--- config.mk ---
export PLATFORM = sky130hd
export DESIGN_NAME = link_connection_supervisor
export DESIGN_NICKNAME = d
export VERILOG_FILES = /design/src/design/lcs_pkg.sv /design/src/design/lcs_step.sv /design/src/design/link_connection_supervisor.sv
export SDC_FILE = /design/constraint.sdc
export NUM_CORES = 1
export LEC_CHECK = 0
export ABC_CLOCK_PERIOD_IN_PS = 2630
export BUFFER_PORTS_ARGS = -buffer_cell sky130_fd_sc_hd__buf_2
export CAP_MARGIN = 20
export CORE_AREA = 3 3 139 141
export CTS_CLUSTER_SIZE = 25
export DETAILED_ROUTE_END_ITERATION = 6
export DIE_AREA = 0 0 142 144
export GPL_TIMING_DRIVEN = 1
export RECOVER_POWER = 100
export SLEW_MARGIN = 30
export SYNTH_ARGS = -nofsm -noshare
export SYNTH_HDL_FRONTEND = slang
export SYNTH_SLANG_ARGS = --single-unit
--- constraint.sdc ---
create_clock -name clk_i -period 2.63 [get_ports clk_i]
set_input_delay 0.1315 -clock clk_i [delete_from_list [all_inputs] [get_ports clk_i]]
set_output_delay 0.1315 -clock clk_i [all_outputs]
set_load 0.01 [all_outputs]
--- src/design/lcs_pkg.sv ---
// Shared types and constants of the link connection supervisor.
package lcs_pkg;

  localparam int unsigned TimerW = 16;
  localparam int unsigned RetryW = 4;
  localparam int unsigned LenW   = 16;
  localparam int unsigned ByteW  = 8;

  // Link states
  localparam logic [1:0] ST_DISCONNECTED = 2'd0;
  localparam logic [1:0] ST_CONNECTING   = 2'd1;
  localparam logic [1:0] ST_CONNECTED    = 2'd2;

  // Request types
  localparam logic [2:0] REQ_TICK       = 3'd0;
  localparam logic [2:0] REQ_PACKET     = 3'd1;
  localparam logic [2:0] REQ_CONNECT    = 3'd2;
  localparam logic [2:0] REQ_DISCONNECT = 3'd3;
  localparam logic [2:0] REQ_UPDATE     = 3'd4;

  // Packet kinds
  localparam logic [1:0] PKT_INFO  = 2'd0;
  localparam logic [1:0] PKT_ALIVE = 2'd1;
  localparam logic [1:0] PKT_ACK   = 2'd2;
  localparam logic [1:0] PKT_OTHER = 2'd3;

  // Configuration register indexes
  localparam logic [1:0] CFG_INFO_TIMEOUT = 2'd0;
  localparam logic [1:0] CFG_RETRY_LIMIT  = 2'd1;
  localparam logic [1:0] CFG_WATCHDOG     = 2'd2;

  typedef struct packed {
    logic [1:0]        link;
    logic              startup_pend;
    logic              info_armed;
    logic [TimerW-1:0] info_rem;
    logic [RetryW-1:0] retries;
    logic              wd_armed;
    logic [TimerW-1:0] wd_rem;
    logic [LenW-1:0]   strip_len;
  } lcs_state_t;

  typedef struct packed {
    logic [TimerW-1:0] info_timeout;
    logic [RetryW-1:0] retry_limit;
    logic [TimerW-1:0] wd_ticks;
  } lcs_cfg_t;

  // Declared MSB first so the packed word matches the output tdata layout
  typedef struct packed {
    logic            strip_resized;
    logic [LenW-1:0] pixel_count;
    logic            update_accepted;
    logic            send_info_request;
    logic [1:0]      previous_status;
    logic            state_changed;
    logic [1:0]      link_status;
  } lcs_result_t;

endpackage

--- src/design/lcs_step.sv ---
// Next-state and result logic for one supervisor event.
module lcs_step (
  input  lcs_pkg::lcs_state_t            cur_i,
  input  lcs_pkg::lcs_cfg_t              cfg_i,
  input  logic [2:0]                     req_type_i,
  input  logic [1:0]                     packet_kind_i,
  input  logic [lcs_pkg::ByteW-1:0]      payload_high_i,
  input  logic [lcs_pkg::ByteW-1:0]      payload_low_i,
  output lcs_pkg::lcs_state_t            nxt_o,
  output lcs_pkg::lcs_result_t           res_o
);

  logic                       send;
  logic                       info_exp;
  logic                       wd_exp;
  logic                       resized;
  logic                       accepted;
  logic [lcs_pkg::LenW-1:0]   pc;

  assign pc = {payload_high_i, payload_low_i};

  always_comb begin
    nxt_o              = cur_i;
    nxt_o.startup_pend = 1'b0;
    send               = cur_i.startup_pend;
    info_exp           = 1'b0;
    wd_exp             = 1'b0;
    resized            = 1'b0;
    accepted           = 1'b0;
    case (req_type_i)
      lcs_pkg::REQ_TICK: begin
        if (cur_i.info_armed) begin
          if (cur_i.info_rem[lcs_pkg::TimerW-1:1] == '0) begin
            nxt_o.info_rem   = '0;
            nxt_o.info_armed = 1'b0;
            info_exp         = 1'b1;
          end else begin
            nxt_o.info_rem = cur_i.info_rem - 1'b1;
          end
        end
        if (info_exp) begin
          if (cur_i.retries >= cfg_i.retry_limit) begin
            nxt_o.link = lcs_pkg::ST_DISCONNECTED;
          end else begin
            nxt_o.retries    = cur_i.retries + 1'b1;
            send             = 1'b1;
            nxt_o.info_armed = 1'b1;
            nxt_o.info_rem   = cfg_i.info_timeout;
          end
        end
        if (cur_i.wd_armed) begin
          if (cur_i.wd_rem[lcs_pkg::TimerW-1:1] == '0) begin
            nxt_o.wd_rem   = '0;
            nxt_o.wd_armed = 1'b0;
            wd_exp         = 1'b1;
          end else begin
            nxt_o.wd_rem = cur_i.wd_rem - 1'b1;
          end
        end
        if (wd_exp) begin
          nxt_o.link = lcs_pkg::ST_DISCONNECTED;
        end
      end
      lcs_pkg::REQ_PACKET: begin
        case (packet_kind_i)
          lcs_pkg::PKT_INFO: begin
            if (pc != cur_i.strip_len) begin
              nxt_o.strip_len = pc;
              resized         = 1'b1;
            end
            nxt_o.info_armed = 1'b0;
            if (cur_i.link != lcs_pkg::ST_CONNECTED) begin
              nxt_o.link     = lcs_pkg::ST_CONNECTED;
              nxt_o.wd_armed = 1'b1;
              nxt_o.wd_rem   = cfg_i.wd_ticks;
            end
          end
          lcs_pkg::PKT_ALIVE, lcs_pkg::PKT_ACK: begin
            nxt_o.wd_armed = 1'b1;
            nxt_o.wd_rem   = cfg_i.wd_ticks;
            if (cur_i.link == lcs_pkg::ST_DISCONNECTED) begin
              nxt_o.link       = lcs_pkg::ST_CONNECTING;
              nxt_o.retries    = '0;
              send             = 1'b1;
              nxt_o.info_armed = 1'b1;
              nxt_o.info_rem   = cfg_i.info_timeout;
            end
          end
          default: begin
          end
        endcase
      end
      lcs_pkg::REQ_CONNECT: begin
        if (cur_i.link == lcs_pkg::ST_DISCONNECTED) begin
          nxt_o.link       = lcs_pkg::ST_CONNECTING;
          nxt_o.retries    = '0;
          send             = 1'b1;
          nxt_o.info_armed = 1'b1;
          nxt_o.info_rem   = cfg_i.info_timeout;
        end
      end
      lcs_pkg::REQ_DISCONNECT: begin
        nxt_o.link = lcs_pkg::ST_DISCONNECTED;
      end
      lcs_pkg::REQ_UPDATE: begin
        accepted = (cur_i.link == lcs_pkg::ST_CONNECTED);
      end
      default: begin
      end
    endcase
  end

  always_comb begin
    res_o.link_status       = nxt_o.link;
    res_o.state_changed     = (nxt_o.link != cur_i.link);
    res_o.previous_status   = cur_i.link;
    res_o.send_info_request = send;
    res_o.update_accepted   = accepted;
    res_o.pixel_count       = nxt_o.strip_len;
    res_o.strip_resized     = resized;
  end

endmodule

--- src/design/link_connection_supervisor.sv ---
// Top level of the link connection supervisor: state, config and output register.
//
//  channel  | dir | handshake                       | payload
//  s_axis   | in  | s_axis_tvalid / s_axis_tready   | tuser: request type, packet kind
//           |     |                                 | tdata: pixel count bytes
//  m_axis   | out | m_axis_tvalid / m_axis_tready   | tdata: one result per event
//  cfg      | in  | cfg_valid_i / cfg_ready_o       | cfg_index_i, cfg_data_i
//
// One event per cycle while the output is not stalled: its whole update is one
// combinational step from the state registers into the state and result registers.
// Reset leaves the link connecting with the info timer armed and the first
// result flagging an info request send.
// A stalled result holds in the output register; a new event is taken in the
// cycle that register drains or while it is empty.
module link_connection_supervisor (
  input  logic        clk_i,
  input  logic        rst_ni,
  input  logic        s_axis_tvalid,
  output logic        s_axis_tready,
  input  logic [15:0] s_axis_tdata,  // payload_high[7:0], payload_low[15:8]
  input  logic [4:0]  s_axis_tuser,  // req_type[2:0], packet_kind[4:3]
  output logic        m_axis_tvalid,
  input  logic        m_axis_tready,
  // link_status[1:0], state_changed[2], previous_status[4:3],
  // send_info_request[5], update_accepted[6], pixel_count[22:7], strip_resized[23]
  output logic [23:0] m_axis_tdata,
  input  logic        cfg_valid_i,
  output logic        cfg_ready_o,
  input  logic [1:0]  cfg_index_i,
  input  logic [15:0] cfg_data_i
);

  localparam logic [lcs_pkg::TimerW-1:0] InfoTimeoutRst = 16'd1000;
  localparam logic [lcs_pkg::RetryW-1:0] RetryLimitRst  = 4'd3;
  localparam logic [lcs_pkg::TimerW-1:0] WatchdogRst    = 16'd5000;

  lcs_pkg::lcs_cfg_t    cfg_q;
  lcs_pkg::lcs_state_t  state_q;
  lcs_pkg::lcs_state_t  state_d;
  lcs_pkg::lcs_result_t res_d;
  lcs_pkg::lcs_result_t res_q;
  logic                 m_valid_q;
  logic                 in_xfer;

  assign cfg_ready_o   = 1'b1;
  assign s_axis_tready = !m_valid_q || m_axis_tready;
  assign in_xfer       = s_axis_tvalid && s_axis_tready;
  assign m_axis_tvalid = m_valid_q;
  assign m_axis_tdata  = res_q;

  lcs_step u_step (
    .cur_i          (state_q),
    .cfg_i          (cfg_q),
    .req_type_i     (s_axis_tuser[2:0]),
    .packet_kind_i  (s_axis_tuser[4:3]),
    .payload_high_i (s_axis_tdata[7:0]),
    .payload_low_i  (s_axis_tdata[15:8]),
    .nxt_o          (state_d),
    .res_o          (res_d)
  );

  always_ff @(posedge clk_i or negedge rst_ni) begin
    if (!rst_ni) begin
      cfg_q.info_timeout <= InfoTimeoutRst;
      cfg_q.retry_limit  <= RetryLimitRst;
      cfg_q.wd_ticks     <= WatchdogRst;
    end else if (cfg_valid_i) begin
      case (cfg_index_i)
        lcs_pkg::CFG_INFO_TIMEOUT: cfg_q.info_timeout <= cfg_data_i;
        lcs_pkg::CFG_RETRY_LIMIT:  cfg_q.retry_limit  <= cfg_data_i[lcs_pkg::RetryW-1:0];
        lcs_pkg::CFG_WATCHDOG:     cfg_q.wd_ticks     <= cfg_data_i;
        default: begin
        end
      endcase
    end
  end

  always_ff @(posedge clk_i or negedge rst_ni) begin
    if (!rst_ni) begin
      state_q.link         <= lcs_pkg::ST_CONNECTING;
      state_q.startup_pend <= 1'b1;
      state_q.info_armed   <= 1'b1;
      state_q.info_rem     <= InfoTimeoutRst;
      state_q.retries      <= '0;
      state_q.wd_armed     <= 1'b0;
      state_q.wd_rem       <= '0;
      state_q.strip_len    <= '0;
      m_valid_q            <= 1'b0;
    end else begin
      if (in_xfer) begin
        state_q <= state_d;
      end
      if (s_axis_tready) begin
        m_valid_q <= s_axis_tvalid;
      end
    end
  end

  // Result payload: load on every accepted event
  always_ff @(posedge clk_i) begin
    if (in_xfer) begin
      res_q <= res_d;
    end
  end

endmodule

---- Word level (Yosys, flattened, before mapping) ----
Cells that the tools add are included.
cells by class
  equality and inequality tests ........... 18
  reductions and logical operators ........ 21
  magnitude comparators ................... 1
  mux-type cells .......................... 37
  add/subtract/negate cells ............... 3
operators by type and width
  operator                 number
  $mux W16                 5
  $pmux W17 S2             2
  $mux W21                 3
  $pmux W21 S3             1
  $mux W17                 3
  $sub A16 B1 Y16 const B  2
  $logic_not A15 Y1        2
  $mux W20                 1
  $ne A16 B16 Y1           1
  $mux W1                  13
  $mux W2                  5
  $reduce_and A5 Y1        2
  $ne A2 B2 Y1 const B     4
  $pmux W2 S4              1
  $reduce_and A2 Y1        4
  $eq A2 B2 Y1 const B     3
  $eq A3 B2 Y1 const B     2
  $logic_not A2 Y1         3
  $reduce_and A3 Y1        2
  $add A4 B1 Y4 const B    1
  $eq A2 B1 Y1 const B     2
  $ge A4 B4 Y1             1
  $pmux W2 S2              1
  $reduce_and A4 Y1        1
  15 further kinds         15
storage, ports and cells
  bits in registers ....................... 118
  input bits .............................. 44
  word-level logic and storage cells ...... 99
  output and inout bits ................... 27

---- Depth between registers and ports, before layout ----
  depth in word-level cells ............... 8
  gate-level depth with buffers ........... 9
  depth with buffers taken out ............ 7

---- By module ----
Synthesis repeated with hierarchy kept, for this count alone.
second synthesis, totals
  cell total of the unflattened synthesis .. 573
  area total of the unflattened synthesis .. 6673.9 um2
modules (own cells, without submodules)
  module                      cells an instance  instances  sequential area each (um2)  area each (um2)
  link_connection_supervisor  228                1          3100.5                      4287.9
  lcs_step                    345                1          0.0                         2386.0

---- Worst setup path before layout ----
OpenSTA, ideal clock, no wires.
  path kind ............................... register -> register
  start point ............................. register m_valid_q (netlist: m_axis_tvalid)
  end point ............................... register state_q[10] in the netlist's numbering
  setup time .............................. 0.125 ns
  slack ................................... -0.260 ns
  data arrival time ....................... 2.765 ns
  period minus slack after synthesis ...... 2.890 ns
  stages on the path, launching flop included .. 7
  path through ............................ dfrtp_1 nand2b_1 clkbuf_1 and2_0 nand4_1 clkbuf_1 mux2_2
on the way
  cells in the longest elaborated chain, start to end .. 3
ends and longest elaborated chain
  what                     RTL line                          RTL
  start, declared          link_connection_supervisor.sv:42  logic m_valid_q;
  start signal, assigned   link_connection_supervisor.sv:94  m_valid_q <= s_axis_tvalid;
  $logic_not A1 Y1         link_connection_supervisor.sv:46  assign s_axis_tready = !m_valid_q || m_axis_tready;
  $logic_or A1 B1 Y1       link_connection_supervisor.sv:46
  named net s_axis_tready  link_connection_supervisor.sv:19  output logic s_axis_tready,
  $logic_and A1 B1 Y1      link_connection_supervisor.sv:47  assign in_xfer = s_axis_tvalid && s_axis_tready;
  named net in_xfer        link_connection_supervisor.sv:43  logic in_xfer;
  end signal, assigned     link_connection_supervisor.sv:91  state_q <= state_d;
  end, declared            link_connection_supervisor.sv:38  lcs_pkg::lcs_state_t state_q;
The timed path passes the listed nets, and every way through them passes these cells.
A chain may end at the register's enable or synchronous reset.

---- Worst setup path in the final report ----
  start point ............................. register state_q[53] in the netlist's numbering
  end point ............................... register state_q[44] in the netlist's numbering
on the way
  cells in the longest elaborated chain, start to end .. 4
  elaborated cells between the ends (all ways) .. 6
  those cells by class .................... mux: 6
ends and longest elaborated chain
  what                                 RTL line                        RTL
  $mux W17 or $mux W1 (tied branches)  lcs_step.sv:32                  if (cur_i.info_armed) begin
  $mux W21 or $mux W1 (tied branches)  lcs_step.sv:42, lcs_step.sv:30
  $mux W21 *                           lcs_step.sv:41                  if (info_exp) begin
  $pmux W21 S3 *                       lcs_step.sv:30                  case (req_type_i)
Every way passes the cells marked *; elsewhere a longest branch is shown, timed or not. The select of a mux whose other input is x is not followed.

==> results by group <==
Logic synthesis
  – Top area cells in the synthesized netlist: dfrtp_1, mux2_2, edfxtp_1
  – Post-synth top area share: 28.6%
  – Synth Warn #: 0
  – Synth area leader: dfrtp_1
  – Synth cell types: 71
  – Post-synth EDFFs: 24
  – Post-synthesis register bit count: 118
  – Syn Inst Count: between 500 and 600
  – Syn Nets: approximately 620
  – Syn avg cell area: 11.2 um2
  – FFs w/ async S/R, synth: 79.7%
  – Mapped cell area: 6300 um2
  – Sequential element share of the synthesized area: 49.2%
  – Primary FF master, synth: dfrtp_1

Global routing
  – Gr usage total: 16.6%
  – GRT Residual Overflow: 0
  – First-pass GRT wire length: between 20 and 30 mm
  – Largest net degree at the start of global routing: 51
  – Antenna violations before repair: 0
  – Vias in the first global route: approximately 5000

Die
  – Row count: 49
  – Die ar.: a little over 20000 um2
  – Vert. Die Dim: 144 um
  – Initial Util: 34.8%
  – Die width: around 140 um
  – I/O Pins: 71
  – Core area: 18100 um2

STA
  – RSZ-0062 raised after global routing: false
  – # setup viols final: 0
  – Maximum clock frequency: 0.396 GHz
  – Max-slew headroom: 18.2%
  – Final Hold Vio Count: 0
  – Worst hold slack: 17.7 ps
  – Setup Skew: 9.50 ps
  – Fin Setup TNS: 0 ps
  – Final Max Tran Viols: 0
  – Actual slew at the worst max-slew pin: roughly 1200 ps
  – Tmin final: 2520 ps
  – Final period util: 95.9%

Clocking
  – CTS tree: yes
  – Num Clock Sinks: 118
  – Clock-pin slew on the worst setup and hold paths: 60 ps
  – Worst-Skew Late Latency: 420 ps
  – Total CTS buffers: 17
  – CTS Root Cell: clkbuf_16
  – Max Root-Sink Buffers: 2
  – H-tree Lvls: 4
  – Setup Buffers After CTS: 0

Layout
  – Multi-input logic area: between 2000 and 3000 um2
  – Reg area: 3100 um2
  – Number of diodes: 0
  – P&R area growth vs syn: 25.8%
  – Commonest non-fill, non-tap cells in the layout: dfrtp_1, mux2_2, buf_2
  – Share of layout cells above drive strength 1: 28.3%
  – Layout Nets: 736
  – Non-Filler Instances: 925
  – Number of fill cells: 1723
  – Commonest non-fill, non-tap cell in the layout: dfrtp_1

Setup path
  – Required time worst endpoint: 2970 ps
  – Critical-path top delay cell: or4b_2
  – CP peak stage delay: 630 ps
  – Crit path buffers/inverters: 0
  – CP max FO: 3
  – Crit-path cells: or4b_2, or3_2, nor3_2, mux2_2, a221o_1
  – Setup crit end kind: flip-flop
  – Startpoint Class: flip-flop
  – Crit path max-delay family: simple AND/OR/NAND/NOR gates
  – CP Data Arrival Time: 2870 ps
  – WS Path Type: reg -> reg

Routing
  – Router iterations before antenna repair: 5
  – Final ANT Viol Nets: 0
  – Drc violations: 0
  – Total routed wirelength: about 17 mm
  – Vias: 5068
  – Initial drt markers: 313
  – Routed len/inst: 18.0 um
  – Via-to-Cell Ratio: 5.48

Place
  – Placer Congestion: 0.899
  – Hpwl dp: 11.8 mm
  – Buffers on Ports: 69
  – Placed cells: 861

Power
  – Pwr per Cell Area: between 800 and 900 nW/um2
  – Leakage: approximately 3.2 nW
  – Peak supply drop: roughly 0.52 mV

Run
  – Max-cap violations: 0

Hold path
  – Hold Crit Class: in -> reg

Run status
  – Status: finished, final reports clean
[layout make-up]
class                           instances  share of cell area [%]
Tap cell                              229                    3.61
Timing Repair Buffer                  129                    10.4
Inverter                               29                    1.37
Clock buffer                           19                    5.46
Multi-Input combinational cell        388                    37.4
Sequential cell                       118                    39.1
Clock inverter                         13                    2.57
[power by group]
part / switching, mW / internal, mW / total, mW
combinational: 0.873 / 0.731 / 1.60
clock: 0.854 / 1.68 / 2.53
sequential: 0.349 / 2.30 / 2.64
[registers in the layout, indices dropped and copies added, names as in the netlist]
name,flops
cfg_q,36
state_q,57
m_axis_tdata,24
m_axis_tvalid,1
[timing repair]
action | 4_1_cts | 5_1_grt
endpoints found under the setup margin | 0 | 1
hold buffers | 32 | 0
gates resized for setup | 0 | 1
hold endpoints to repair | 90 | 0
[path summary, 6_finish.rpt]
check / start / end / slack, ps / cells after the start
worst max-delay path: state_q[53]$_DFFE_PN1P_ / state_q[44]$_DFFE_PN1P_ / 110 / 5
worst min-delay path: cfg_data_i[2] / cfg_q[2]$_DFFE_PN0P_ / 20 / 2
worst max register to register: state_q[53]$_DFFE_PN1P_ / state_q[44]$_DFFE_PN1P_ / 110 / 5
worst min register to register: state_q[54]$_DFFE_PN1P_ / state_q[54]$_DFFE_PN1P_ / 480 / 1
max in group asynchronous: rst_ni / state_q[46]$_DFFE_PN1P_ / 1170 / 3
min in group asynchronous: rst_ni / state_q[14]$_DFFE_PN0P_ / 510 / 2
[synth_stat cells (all sizes together), types with 3 or more instances]
library cell and count:
nor4 18, a21boi 4, a221oi 7, nor4b 5, inv 29, clkbuf 24
nor2 30, nand2b 7, xor2 18, buf 5, mux2 68, ha 9
a31oi 5, a211o 7, nor2b 5, a32oi 6, a21oi 17, nand2 20
or2 3, o21ai 25, nand3 12, o2bb2ai 6, a221o 8, dfstp 22
dfrtp 72, edfxtp 24, or4 8, and3 4, nor3b 3, o2111ai 3
nor3 21, o22ai 9, o211ai 4, or3 7, a21o 5, o31ai 4
nand4 5, xnor2 3, nand3b 4
[cell families (layout without fill, tap and decap cells)]
kind of cell	after synthesis	after routing	share of synthesized area [%]
compound gates	127	127	14.9
xor+xnor	21	21	2.92
fa+ha+maj	9	9	1.79
buf+inv	58	190	3.79
flops	118	118	49.2
mux	68	68	12.2
other cells	1	1	0.0595
simple gates	162	162	15.2
[metrics by stage]
step	power (mW)	utilization [%]	setup WS, ps	instance area (um2)
after detailed placement	4.25	38.9	99.1	7030
after CTS	6.86	44.2	87.3	7990
final	6.78	43.8	107	7930
after global placement	4.19	38.9	121	7030
after global routing	7.17	43.8	27.0	7930
after floorplan	3.65	-	44.9	6300
[per-layer routing]
metal / global-route usage [%] / share of wire (%) / vias to the layer above
met5: 0 / 0 / -
met4: 4.19 / 0.95 / 0
met3: 4.63 / 6.4 / 20
met2: 25.6 / 46 / 180
met1: 23.1 / 47 / 2485
li1: - / - / 2383
(Power assumes the default switching activity.)
